`src/rtl/tccw_pkg.sv`:
```
// Shared types, constants and character codes of the text console cursor writer.
package tccw_pkg;

   localparam int MAX_COLUMNS = 128;
   localparam int MAX_ROWS    = 64;
   localparam int TAB_SPACES  = 4;

   localparam int COL_W      = 8;
   localparam int ROW_W      = 6;
   localparam int ROWS_CFG_W = 7;
   localparam int GLYPH_W    = 8;
   localparam int COLOR_W    = 4;
   localparam int PUTS_W     = $clog2(TAB_SPACES + 1);

   localparam int QUEUE_DEPTH = 4;
   localparam int QPTR_W      = $clog2(QUEUE_DEPTH);
   localparam int QCNT_W      = $clog2(QUEUE_DEPTH + 1);

   localparam int CSR_ADDR_W = 4;
   localparam int CSR_DATA_W = 32;

   localparam logic [GLYPH_W-1:0] CHAR_RETURN    = 8'd13;
   localparam logic [GLYPH_W-1:0] CHAR_TAB       = 8'd9;
   localparam logic [GLYPH_W-1:0] CHAR_BACKSPACE = 8'd8;
   localparam logic [GLYPH_W-1:0] CHAR_NEWLINE   = 8'd10;
   localparam logic [GLYPH_W-1:0] CHAR_SPACE     = 8'd32;

   localparam logic [1:0] REG_COLUMNS   = 2'd0;
   localparam logic [1:0] REG_ROWS      = 2'd1;
   localparam logic [1:0] REG_ATTRIBUTE = 2'd2;
   localparam logic [1:0] REG_CURSOR_EN = 2'd3;

   typedef enum logic [1:0] {
      ACT_DRAW   = 2'd0,
      ACT_ERASE  = 2'd1,
      ACT_SCROLL = 2'd2,
      ACT_REPORT = 2'd3
   } action_type;

   typedef enum logic [1:0] {
      OP_PRINT   = 2'd0,
      OP_RETURN  = 2'd1,
      OP_BACK    = 2'd2,
      OP_NEWLINE = 2'd3
   } op_type;

   typedef struct packed {
      op_type              op;
      logic [GLYPH_W-1:0]  glyph;
      logic [PUTS_W-1:0]   puts;
   } item_type;

   typedef struct packed {
      logic [COL_W-1:0]    cols;
      logic [ROW_W-1:0]    last_row;
      logic [COLOR_W-1:0]  fg;
      logic [COLOR_W-1:0]  bg;
      logic                cursor_en;
   } cfg_type;

endpackage

```
`src/rtl/text_console_cursor_writer.sv`:
```
// Text console cursor writer: request queue, command engine and configuration registers.
// A request is queued at acceptance; its first command is then registered in the output stage.
// The engine emits one command per cycle while the output is not stalled. A request has
// 1 command for return, 2 for a printable character (3 with a wrap scroll), up to 9 for a tab.
// Requests are accepted every cycle while the four-entry queue has room.
// Synchronous reset puts the cursor at column 0, row 0, empties the queue and loads defaults.
module text_console_cursor_writer
   import tccw_pkg::*;
(
   input  logic                  clock,
   input  logic                  reset,
   input  logic                  req_valid,
   output logic                  req_stall,
   input  logic [GLYPH_W-1:0]    req_glyph_in,
   output logic                  rsp_valid,
   input  logic                  rsp_stall,
   output logic [1:0]            rsp_action,
   output logic [COL_W-1:0]      rsp_cell_col,
   output logic [ROW_W-1:0]      rsp_cell_row,
   output logic [GLYPH_W-1:0]    rsp_glyph_out,
   output logic [COLOR_W-1:0]    rsp_fg_index,
   output logic [COLOR_W-1:0]    rsp_bg_index,
   output logic                  rsp_cursor_shown,
   output logic                  rsp_last,
   input  logic                  csr_psel,
   input  logic                  csr_penable,
   input  logic                  csr_pwrite,
   input  logic [CSR_ADDR_W-1:0] csr_paddr,
   input  logic [CSR_DATA_W-1:0] csr_pwdata,
   output logic [CSR_DATA_W-1:0] csr_prdata,
   output logic                  csr_pready
);

   cfg_type  cfg;
   item_type head;
   logic     head_valid;
   logic     pop;

   tccw_csr u_csr (
      .clock       (clock),
      .reset       (reset),
      .csr_psel    (csr_psel),
      .csr_penable (csr_penable),
      .csr_pwrite  (csr_pwrite),
      .csr_paddr   (csr_paddr),
      .csr_pwdata  (csr_pwdata),
      .csr_prdata  (csr_prdata),
      .csr_pready  (csr_pready),
      .cfg         (cfg)
   );

   tccw_front u_front (
      .clock        (clock),
      .reset        (reset),
      .req_valid    (req_valid),
      .req_stall    (req_stall),
      .req_glyph_in (req_glyph_in),
      .pop          (pop),
      .head_valid   (head_valid),
      .head         (head)
   );

   tccw_back u_back (
      .clock            (clock),
      .reset            (reset),
      .cfg              (cfg),
      .head_valid       (head_valid),
      .head             (head),
      .pop              (pop),
      .rsp_valid        (rsp_valid),
      .rsp_stall        (rsp_stall),
      .rsp_action       (rsp_action),
      .rsp_cell_col     (rsp_cell_col),
      .rsp_cell_row     (rsp_cell_row),
      .rsp_glyph_out    (rsp_glyph_out),
      .rsp_fg_index     (rsp_fg_index),
      .rsp_bg_index     (rsp_bg_index),
      .rsp_cursor_shown (rsp_cursor_shown),
      .rsp_last         (rsp_last)
   );

endmodule

```
`src/rtl/tccw_csr.sv`:
```
// Configuration registers and effective grid limits.
module tccw_csr
   import tccw_pkg::*;
(
   input  logic                  clock,
   input  logic                  reset,
   input  logic                  csr_psel,
   input  logic                  csr_penable,
   input  logic                  csr_pwrite,
   input  logic [CSR_ADDR_W-1:0] csr_paddr,
   input  logic [CSR_DATA_W-1:0] csr_pwdata,
   output logic [CSR_DATA_W-1:0] csr_prdata,
   output logic                  csr_pready,
   output cfg_type               cfg
);

   logic [COL_W-1:0]      columns_ff;
   logic [ROWS_CFG_W-1:0] rows_ff;
   logic [7:0]            attribute_ff;
   logic                  cursor_en_ff;
   logic                  write_en;
   logic [1:0]            reg_index;
   logic [COL_W-1:0]      cols_eff;
   logic [ROWS_CFG_W-1:0] rows_eff;

   assign csr_pready = 1'b1;
   assign write_en   = csr_psel && csr_penable && csr_pwrite && csr_pready;
   assign reg_index  = csr_paddr[3:2];

   always_ff @(posedge clock) begin
      if (reset) begin
         columns_ff   <= COL_W'(80);
         rows_ff      <= ROWS_CFG_W'(25);
         attribute_ff <= 8'd7;
         cursor_en_ff <= 1'b1;
      end else if (write_en) begin
         unique case (reg_index)
            REG_COLUMNS:   columns_ff   <= csr_pwdata[COL_W-1:0];
            REG_ROWS:      rows_ff      <= csr_pwdata[ROWS_CFG_W-1:0];
            REG_ATTRIBUTE: attribute_ff <= csr_pwdata[7:0];
            REG_CURSOR_EN: cursor_en_ff <= csr_pwdata[0];
            default: ;
         endcase
      end
   end

   always_comb begin
      unique case (reg_index)
         REG_COLUMNS:   csr_prdata = CSR_DATA_W'(columns_ff);
         REG_ROWS:      csr_prdata = CSR_DATA_W'(rows_ff);
         REG_ATTRIBUTE: csr_prdata = CSR_DATA_W'(attribute_ff);
         REG_CURSOR_EN: csr_prdata = CSR_DATA_W'(cursor_en_ff);
         default:       csr_prdata = '0;
      endcase
   end

   always_comb begin
      priority if (columns_ff == '0) begin
         cols_eff = COL_W'(1);
      end else if (columns_ff > COL_W'(MAX_COLUMNS)) begin
         cols_eff = COL_W'(MAX_COLUMNS);
      end else begin
         cols_eff = columns_ff;
      end
      priority if (rows_ff == '0) begin
         rows_eff = ROWS_CFG_W'(1);
      end else if (rows_ff > ROWS_CFG_W'(MAX_ROWS)) begin
         rows_eff = ROWS_CFG_W'(MAX_ROWS);
      end else begin
         rows_eff = rows_ff;
      end
   end

   assign cfg.cols      = cols_eff;
   assign cfg.last_row  = ROW_W'(rows_eff - ROWS_CFG_W'(1));
   assign cfg.fg        = attribute_ff[3:0];
   assign cfg.bg        = attribute_ff[7:4];
   assign cfg.cursor_en = cursor_en_ff;

endmodule

```
`src/rtl/tccw_front.sv`:
```
// Request intake: classifies characters and queues them for the command engine.
module tccw_front
   import tccw_pkg::*;
(
   input  logic               clock,
   input  logic               reset,
   input  logic               req_valid,
   output logic               req_stall,
   input  logic [GLYPH_W-1:0] req_glyph_in,
   input  logic               pop,
   output logic               head_valid,
   output item_type           head
);

   item_type            mem_ff [QUEUE_DEPTH];
   logic [QPTR_W-1:0]   wr_ptr_ff;
   logic [QPTR_W-1:0]   rd_ptr_ff;
   logic [QCNT_W-1:0]   count_ff;
   logic [QPTR_W-1:0]   wr_ptr_in;
   logic [QPTR_W-1:0]   rd_ptr_in;
   logic [QCNT_W-1:0]   count_in;
   logic                push;
   item_type            item;

   always_comb begin
      item.glyph = req_glyph_in;
      item.puts  = PUTS_W'(1);
      priority if (req_glyph_in == CHAR_RETURN) begin
         item.op = OP_RETURN;
      end else if (req_glyph_in == CHAR_TAB) begin
         item.op    = OP_PRINT;
         item.glyph = CHAR_SPACE;
         item.puts  = PUTS_W'(TAB_SPACES);
      end else if (req_glyph_in == CHAR_BACKSPACE) begin
         item.op = OP_BACK;
      end else if (req_glyph_in == CHAR_NEWLINE) begin
         item.op = OP_NEWLINE;
      end else begin
         item.op = OP_PRINT;
      end
   end

   assign req_stall  = (count_ff == QCNT_W'(QUEUE_DEPTH));
   assign push       = req_valid && !req_stall;
   assign head_valid = (count_ff != '0);
   assign head       = mem_ff[rd_ptr_ff];

   always_comb begin
      wr_ptr_in = push ? QPTR_W'(wr_ptr_ff + 1'b1) : wr_ptr_ff;
      rd_ptr_in = pop ? QPTR_W'(rd_ptr_ff + 1'b1) : rd_ptr_ff;
      count_in  = count_ff;
      if (push && !pop) begin
         count_in = QCNT_W'(count_ff + 1'b1);
      end else if (pop && !push) begin
         count_in = QCNT_W'(count_ff - 1'b1);
      end
   end

   always_ff @(posedge clock) begin
      if (reset) begin
         wr_ptr_ff <= '0;
         rd_ptr_ff <= '0;
         count_ff  <= '0;
      end else begin
         wr_ptr_ff <= wr_ptr_in;
         rd_ptr_ff <= rd_ptr_in;
         count_ff  <= count_in;
      end
   end

   always_ff @(posedge clock) begin
      if (push) begin
         mem_ff[wr_ptr_ff] <= item;
      end
   end

   a_no_pop_empty: assert property (@(posedge clock) disable iff (reset)
      pop |-> count_ff != '0)
      else $error("queue popped while empty");

   a_push_grows: assert property (@(posedge clock) disable iff (reset)
      (push && !pop) |=> count_ff == QCNT_W'($past(count_ff) + 1'b1))
      else $error("queue count did not grow on push");

endmodule

```
`src/rtl/tccw_back.sv`:
```
// Command engine: walks the cursor and emits one cell command per cycle while the output is not stalled.
module tccw_back
   import tccw_pkg::*;
(
   input  logic                clock,
   input  logic                reset,
   input  cfg_type             cfg,
   input  logic                head_valid,
   input  item_type            head,
   output logic                pop,
   output logic                rsp_valid,
   input  logic                rsp_stall,
   output logic [1:0]          rsp_action,
   output logic [COL_W-1:0]    rsp_cell_col,
   output logic [ROW_W-1:0]    rsp_cell_row,
   output logic [GLYPH_W-1:0]  rsp_glyph_out,
   output logic [COLOR_W-1:0]  rsp_fg_index,
   output logic [COLOR_W-1:0]  rsp_bg_index,
   output logic                rsp_cursor_shown,
   output logic                rsp_last
);

   logic [COL_W-1:0]    col_ff, col_in;
   logic [ROW_W-1:0]    row_ff, row_in;
   logic [PUTS_W-1:0]   sub_ff, sub_in;
   logic                done_ff, done_in;
   logic                rsp_valid_ff, rsp_valid_in;
   action_type          act_ff;
   logic [COL_W-1:0]    out_col_ff;
   logic [ROW_W-1:0]    out_row_ff;
   logic [GLYPH_W-1:0]  out_glyph_ff;
   logic [COLOR_W-1:0]  out_fg_ff;
   logic [COLOR_W-1:0]  out_bg_ff;
   logic                out_shown_ff;
   logic                out_last_ff;

   logic                out_free;
   logic                fire;
   logic                item_end;
   logic                at_last;
   action_type          res_act;
   logic [COL_W-1:0]    res_col;
   logic [ROW_W-1:0]    res_row;
   logic [GLYPH_W-1:0]  res_glyph;
   logic                res_shown;
   logic                res_last;

   assign out_free = !rsp_valid_ff || !rsp_stall;
   assign fire     = head_valid && out_free;
   assign at_last  = (row_ff >= cfg.last_row);

   always_comb begin
      col_in    = col_ff;
      row_in    = row_ff;
      sub_in    = sub_ff;
      done_in   = done_ff;
      item_end  = 1'b0;
      res_act   = ACT_REPORT;
      res_col   = col_ff;
      res_row   = row_ff;
      res_glyph = '0;
      res_shown = cfg.cursor_en && (col_ff < cfg.cols);
      res_last  = 1'b1;
      unique case (head.op)
         OP_PRINT: begin
            if (sub_ff < head.puts) begin
               res_last  = 1'b0;
               res_shown = 1'b0;
               if (col_ff >= cfg.cols) begin
                  if (at_last) begin
                     res_act = ACT_SCROLL;
                     res_col = '0;
                     res_row = '0;
                     row_in  = cfg.last_row;
                     col_in  = '0;
                  end else begin
                     res_act   = ACT_DRAW;
                     res_col   = '0;
                     res_row   = ROW_W'(row_ff + 1'b1);
                     res_glyph = head.glyph;
                     row_in    = ROW_W'(row_ff + 1'b1);
                     col_in    = COL_W'(1);
                     sub_in    = PUTS_W'(sub_ff + 1'b1);
                  end
               end else begin
                  res_act   = ACT_DRAW;
                  res_glyph = head.glyph;
                  col_in    = COL_W'(col_ff + 1'b1);
                  sub_in    = PUTS_W'(sub_ff + 1'b1);
               end
            end else begin
               item_end = 1'b1;
            end
         end
         OP_RETURN: begin
            col_in    = '0;
            res_col   = '0;
            res_shown = cfg.cursor_en;
            item_end  = 1'b1;
         end
         OP_NEWLINE: begin
            if (!done_ff && at_last) begin
               res_act   = ACT_SCROLL;
               res_col   = '0;
               res_row   = '0;
               res_shown = 1'b0;
               res_last  = 1'b0;
               row_in    = cfg.last_row;
               col_in    = '0;
               done_in   = 1'b1;
            end else if (!done_ff) begin
               row_in    = ROW_W'(row_ff + 1'b1);
               col_in    = '0;
               res_col   = '0;
               res_row   = ROW_W'(row_ff + 1'b1);
               res_shown = cfg.cursor_en;
               item_end  = 1'b1;
            end else begin
               item_end = 1'b1;
            end
         end
         OP_BACK: begin
            if (!done_ff && col_ff != '0) begin
               res_act   = ACT_ERASE;
               res_col   = COL_W'(col_ff - 1'b1);
               res_shown = 1'b0;
               res_last  = 1'b0;
               col_in    = COL_W'(col_ff - 1'b1);
               done_in   = 1'b1;
            end else if (!done_ff && row_ff != '0) begin
               res_act   = ACT_ERASE;
               res_col   = COL_W'(cfg.cols - 1'b1);
               res_row   = ROW_W'(row_ff - 1'b1);
               res_shown = 1'b0;
               res_last  = 1'b0;
               col_in    = COL_W'(cfg.cols - 1'b1);
               row_in    = ROW_W'(row_ff - 1'b1);
               done_in   = 1'b1;
            end else begin
               item_end = 1'b1;
            end
         end
         default: ;
      endcase
      if (item_end) begin
         sub_in  = '0;
         done_in = 1'b0;
      end
   end

   assign pop          = fire && item_end;
   assign rsp_valid_in = fire || (rsp_valid_ff && rsp_stall);

   always_ff @(posedge clock) begin
      if (reset) begin
         col_ff       <= '0;
         row_ff       <= '0;
         sub_ff       <= '0;
         done_ff      <= 1'b0;
         rsp_valid_ff <= 1'b0;
      end else begin
         rsp_valid_ff <= rsp_valid_in;
         if (fire) begin
            col_ff  <= col_in;
            row_ff  <= row_in;
            sub_ff  <= sub_in;
            done_ff <= done_in;
         end
      end
   end

   always_ff @(posedge clock) begin
      if (fire) begin
         act_ff       <= res_act;
         out_col_ff   <= res_col;
         out_row_ff   <= res_row;
         out_glyph_ff <= res_glyph;
         out_fg_ff    <= cfg.fg;
         out_bg_ff    <= cfg.bg;
         out_shown_ff <= res_shown;
         out_last_ff  <= res_last;
      end
   end

   assign rsp_valid        = rsp_valid_ff;
   assign rsp_action       = act_ff;
   assign rsp_cell_col     = out_col_ff;
   assign rsp_cell_row     = out_row_ff;
   assign rsp_glyph_out    = out_glyph_ff;
   assign rsp_fg_index     = out_fg_ff;
   assign rsp_bg_index     = out_bg_ff;
   assign rsp_cursor_shown = out_shown_ff;
   assign rsp_last         = out_last_ff;

   a_scroll_pins_row: assert property (@(posedge clock) disable iff (reset)
      (fire && res_act == ACT_SCROLL) |=> row_ff == cfg.last_row)
      else $error("cursor row not on last row after scroll");

   a_pop_clears_step: assert property (@(posedge clock) disable iff (reset)
      pop |=> (sub_ff == '0) && !done_ff)
      else $error("step state not cleared after request completed");

   a_draw_inside: assert property (@(posedge clock) disable iff (reset)
      (fire && res_act == ACT_DRAW) |-> res_col < cfg.cols)
      else $error("draw outside the grid");

endmodule

```
`config.mk`:
```
export PLATFORM = sky130hd
export DESIGN_NAME = text_console_cursor_writer
export DESIGN_NICKNAME = d
export VERILOG_FILES = /design/src/rtl/tccw_pkg.sv /design/src/rtl/text_console_cursor_writer.sv /design/src/rtl/tccw_csr.sv /design/src/rtl/tccw_front.sv /design/src/rtl/tccw_back.sv
export SDC_FILE = /design/constraint.sdc
export NUM_CORES = 1
export LEC_CHECK = 0
export BUFFER_PORTS_ARGS = -buffer_cell sky130_fd_sc_hd__buf_2
export CORE_ASPECT_RATIO = 0.9
export CORE_MARGIN = 2
export CORE_UTILIZATION = 30
export CTS_CLUSTER_DIAMETER = 40
export DETAILED_ROUTE_END_ITERATION = 12
export PLACE_DENSITY = 0.51
export SLEW_MARGIN = 20
export SYNTH_ARGS = -nofsm -noshare
export SYNTH_HDL_FRONTEND = slang
export SYNTH_SLANG_ARGS = --single-unit
```
`constraint.sdc`:
```
create_clock -name clock -period 12.39 [get_ports clock]
set_clock_uncertainty 0.15 [all_clocks]
set_input_delay 0 -clock clock [delete_from_list [all_inputs] [get_ports clock]]
set_output_delay 0 -clock clock [all_outputs]
set_load 0.01 [all_outputs]
```
==> flow_summary.ini <==
[die]
dieArea_mm2 = 0.0267
die_h_um = 155
core-area_mm2 = 0.0250
rows = 55
io_pins = 120
start_util_pct = 30.5
die_w_um = 172

[global_route]
grt_pass1_wl_um = 30900
grt_pass1_vias = 5575
grtUsageMet3_pct = 3.08
overflow = 0
grt.busiest_layer = met2
antenna_found_initial = 0
grt_max_degree = 43
met1_usage_pct = 21.9
track_usage_pct = 15.0
met2_usage_pct = 22.5

[cts]
htree_num_levels = 4
cts.sinks = 134
cts_setup_buffers = 0
max-clock-path-buffers = 2
cts_made_buffers = 17
cts_tree = built
root_buffer = clkbuf_16
clk_latency_ns = 0.42
cts_hold_buf = 25
clkTransAtPathRegs_ns = 0.07
post_cts_resized = 0

[routing]
vias_per_cell = 5.00
num_vias = 5882
wl_per_cell_um = 16.7
dr.first_iter.drc_count = 378
antenna_left = 0
post-route-drc-count = 0
dr.pass1.iters = 5
wirelength_um = 19600

[sta]
max_freq_ghz = 0.190
fin_crit_ns = 5.27
tns_ns = 0
finalCritPeriodShare_pct = 42.5
slew_viol_final = 0
rsz0062_at_grt = no
tightestPinTransition_ns = 0.901
hold_viol = 0
finalSetupViolCount = 0
max_slew_margin_pct = 39.9

[synth]
ys_seq_area_share_pct = 45.9
synth_top_cell_area_share_pct = 32.3
synth_top_area_cell = edfxtp_1
syn_area_mm2 = 0.00763
yosys-top-cells-area = edfxtp_1 (32%), dfxtp_1 (14%), mux2i_1 (4.7%), ha_1 (4.3%), mux4_2 (3.8%)
ys_warn_count = 0
synth.top_cells.by_count = edfxtp_1 (82), nand2_1 (71), nor2_1 (57), dfxtp_1 (52), o21ai_0 (46)
yosys.cell_types.count = 80
ys_ff_latch = 134
synth_ff_type = edfxtp_1
syn_inst = 749
synth_edf_count = 82
syn_area_per_cell_um2 = 10.2
yosysMostFrequentCell = edfxtp_1
async_flop_share_pct = 0

[power]
ir_drop_v = 0.0000906
swShare_pct = 41.9
p_int_mw = 1.23
power.switching_mw = 0.882
p_comb_share_pct = 42.1
pwr-share-seq_pct = 33.1
power_density_mw_per_mm2 = 234
leakagePower_nw = 3.38
power.share.clock_pct = 24.8

[worst_setup_path]
crit_chain = or4_4, nor3_1, o21ai_0, ha_1, xnor2_1, ha_1, a211o_1, a31oi_4, o311ai_2, and3_1, a21oi_2, inv_1, ha_1, inv_1, fa_1, xor2_1, or3_1, a21oi_1
cp_top_family = simple AND/OR/NAND/NOR gates
start_kind = flip-flop
cp.arrival_ns = 5.46
crit_top_cell = ha_1
endpoint_kind = flip-flop
cp.required_ns = 12.58
slowest_delay_ns = 0.59
critPathSlowestCell = and3_1
critPathKind = flip-flop to flip-flop
path_buf_inv = 2
cp_max_fo = 9

[placed_design]
dp_hpwl_um = 13600
dpl_cell_area_mm2 = 0.00815
portBuffers = 68
gp_congestion = 0.823
dpl.cell_count = 1120

[cells_and_area]
syn2layout_area_growth_pct = 17.9
stdcell_area_mm2 = 0.00900
layout-drive-gt1-share_pct = 17.0
fin_nets = 900
layout.cells.non_filler = 1177
antenna_cells = 0

[worst_hold_path]
hold_class = primary input to flip-flop

[status]
status = finished clean

[run]
max_cap_violations = 0
-- metal layers --
layer	part of all wire [%]	up-vias
li1	-	2868
met1	50	2845
met2	44	147
met3	5.1	22
met4	1.1	0
met5	0	-
-- power by group through the flow --
stage | clock, mW | combinational (mW) | sequential (mW)
floorplan | 0 | 0.649 | 0.684
global placement | 0 | 0.875 | 0.707
detailed placement | 0 | 0.876 | 0.710
CTS | 0.534 | 0.886 | 0.700
global route | 0.552 | 0.987 | 0.713
finish | 0.522 | 0.888 | 0.698
-- per-stage QoR --
| stage | power, mW | hold slack [ns] | setup slack [ns] | util [%] |
|---|---|---|---|---|
| floorplan | 1.33 | -0.0249 | 7.96 | - |
| global placement | 1.58 | 0.0965 | 7.27 | 32.5 |
| detailed placement | 1.59 | 0.0973 | 7.23 | 32.5 |
| CTS | 2.12 | 0.00234 | 7.21 | 35.9 |
| global route | 2.25 | 0.0354 | 6.85 | 35.9 |
| finish | 2.11 | 0.0140 | 7.12 | 35.9 |
-- cells by family after synthesis --
group	Yosys count	synth area share, %
compound gates	182	16.7
simple gates	244	15.9
other cells	2	0.0984
fa+ha+maj	27	4.52
flops	134	45.9
buf+inv	93	6.15
mux	54	9.29
xor+xnor	13	1.49
-- worst paths after layout --
kind	end	start	cells after the start	slack (ns)
worst min register to register	u_back.rsp_bg_index[2]	u_csr.attribute_ff[6]	0	0.31
worst max register to register	u_front.count_ff[2]	u_csr.rows_ff[0]	18	7.12
worst max-delay path	u_front.count_ff[2]	u_csr.rows_ff[0]	18	7.12
worst min-delay path	u_front.count_ff[0]	reset	2	0.01
-- placed cells by master, fill, tap and decap left out, types with 17 or more instances in the layout --
cell type and n:
buf_2 68, inv_1 27, dfxtp_1 52, ha_1 26, nand2_1 71, nor2_1 57
mux2i_1 36, a21oi_1 34, o21ai_0 46, nand3_1 21, conb_1 25, edfxtp_1 82
clkbuf_16 17, dlygate4sd3_1 25
-- cell type report --
class / instances / area (um^2)
inverters: 28 / 105
multi-input cells: 545 / 3750
clock inverters: 15 / 179
flip-flops and latches: 134 / 3500
repair buffers: 96 / 613
clock buffers: 17 / 425
fillers: 2598 / 16000
well taps: 342 / 428
-- state kept, by name (all words and copies together) (netlist names), 4 cells and up, named ones only --
name	cells
u_back.col_ff	8
u_back.row_ff	6
u_back.rsp_bg_index	4
u_back.rsp_cell_col	8
u_back.rsp_cell_row	6
u_back.rsp_fg_index	4
u_back.rsp_glyph_out	8
u_csr.attribute_ff	8
u_csr.columns_ff	8
u_csr.rows_ff	7
u_front.mem_ff	48
-- worst register-to-register path, cell delays in order, from the launching register on --
cell and delay, ns:
dfxtp_1 0.35, or4_4 0.56, nor3_1 0.13, o21ai_0 0.20, ha_1 0.30, xnor2_1 0.28, ha_1 0.22, a211o_1 0.24
a31oi_4 0.16, o311ai_2 0.53, and3_1 0.59, a21oi_2 0.16, inv_1 0.09, ha_1 0.18, inv_1 0.06, fa_1 0.37
xor2_1 0.17, or3_1 0.31, a21oi_1 0.14
No activity file was read; power rests on OpenSTA's default activity.
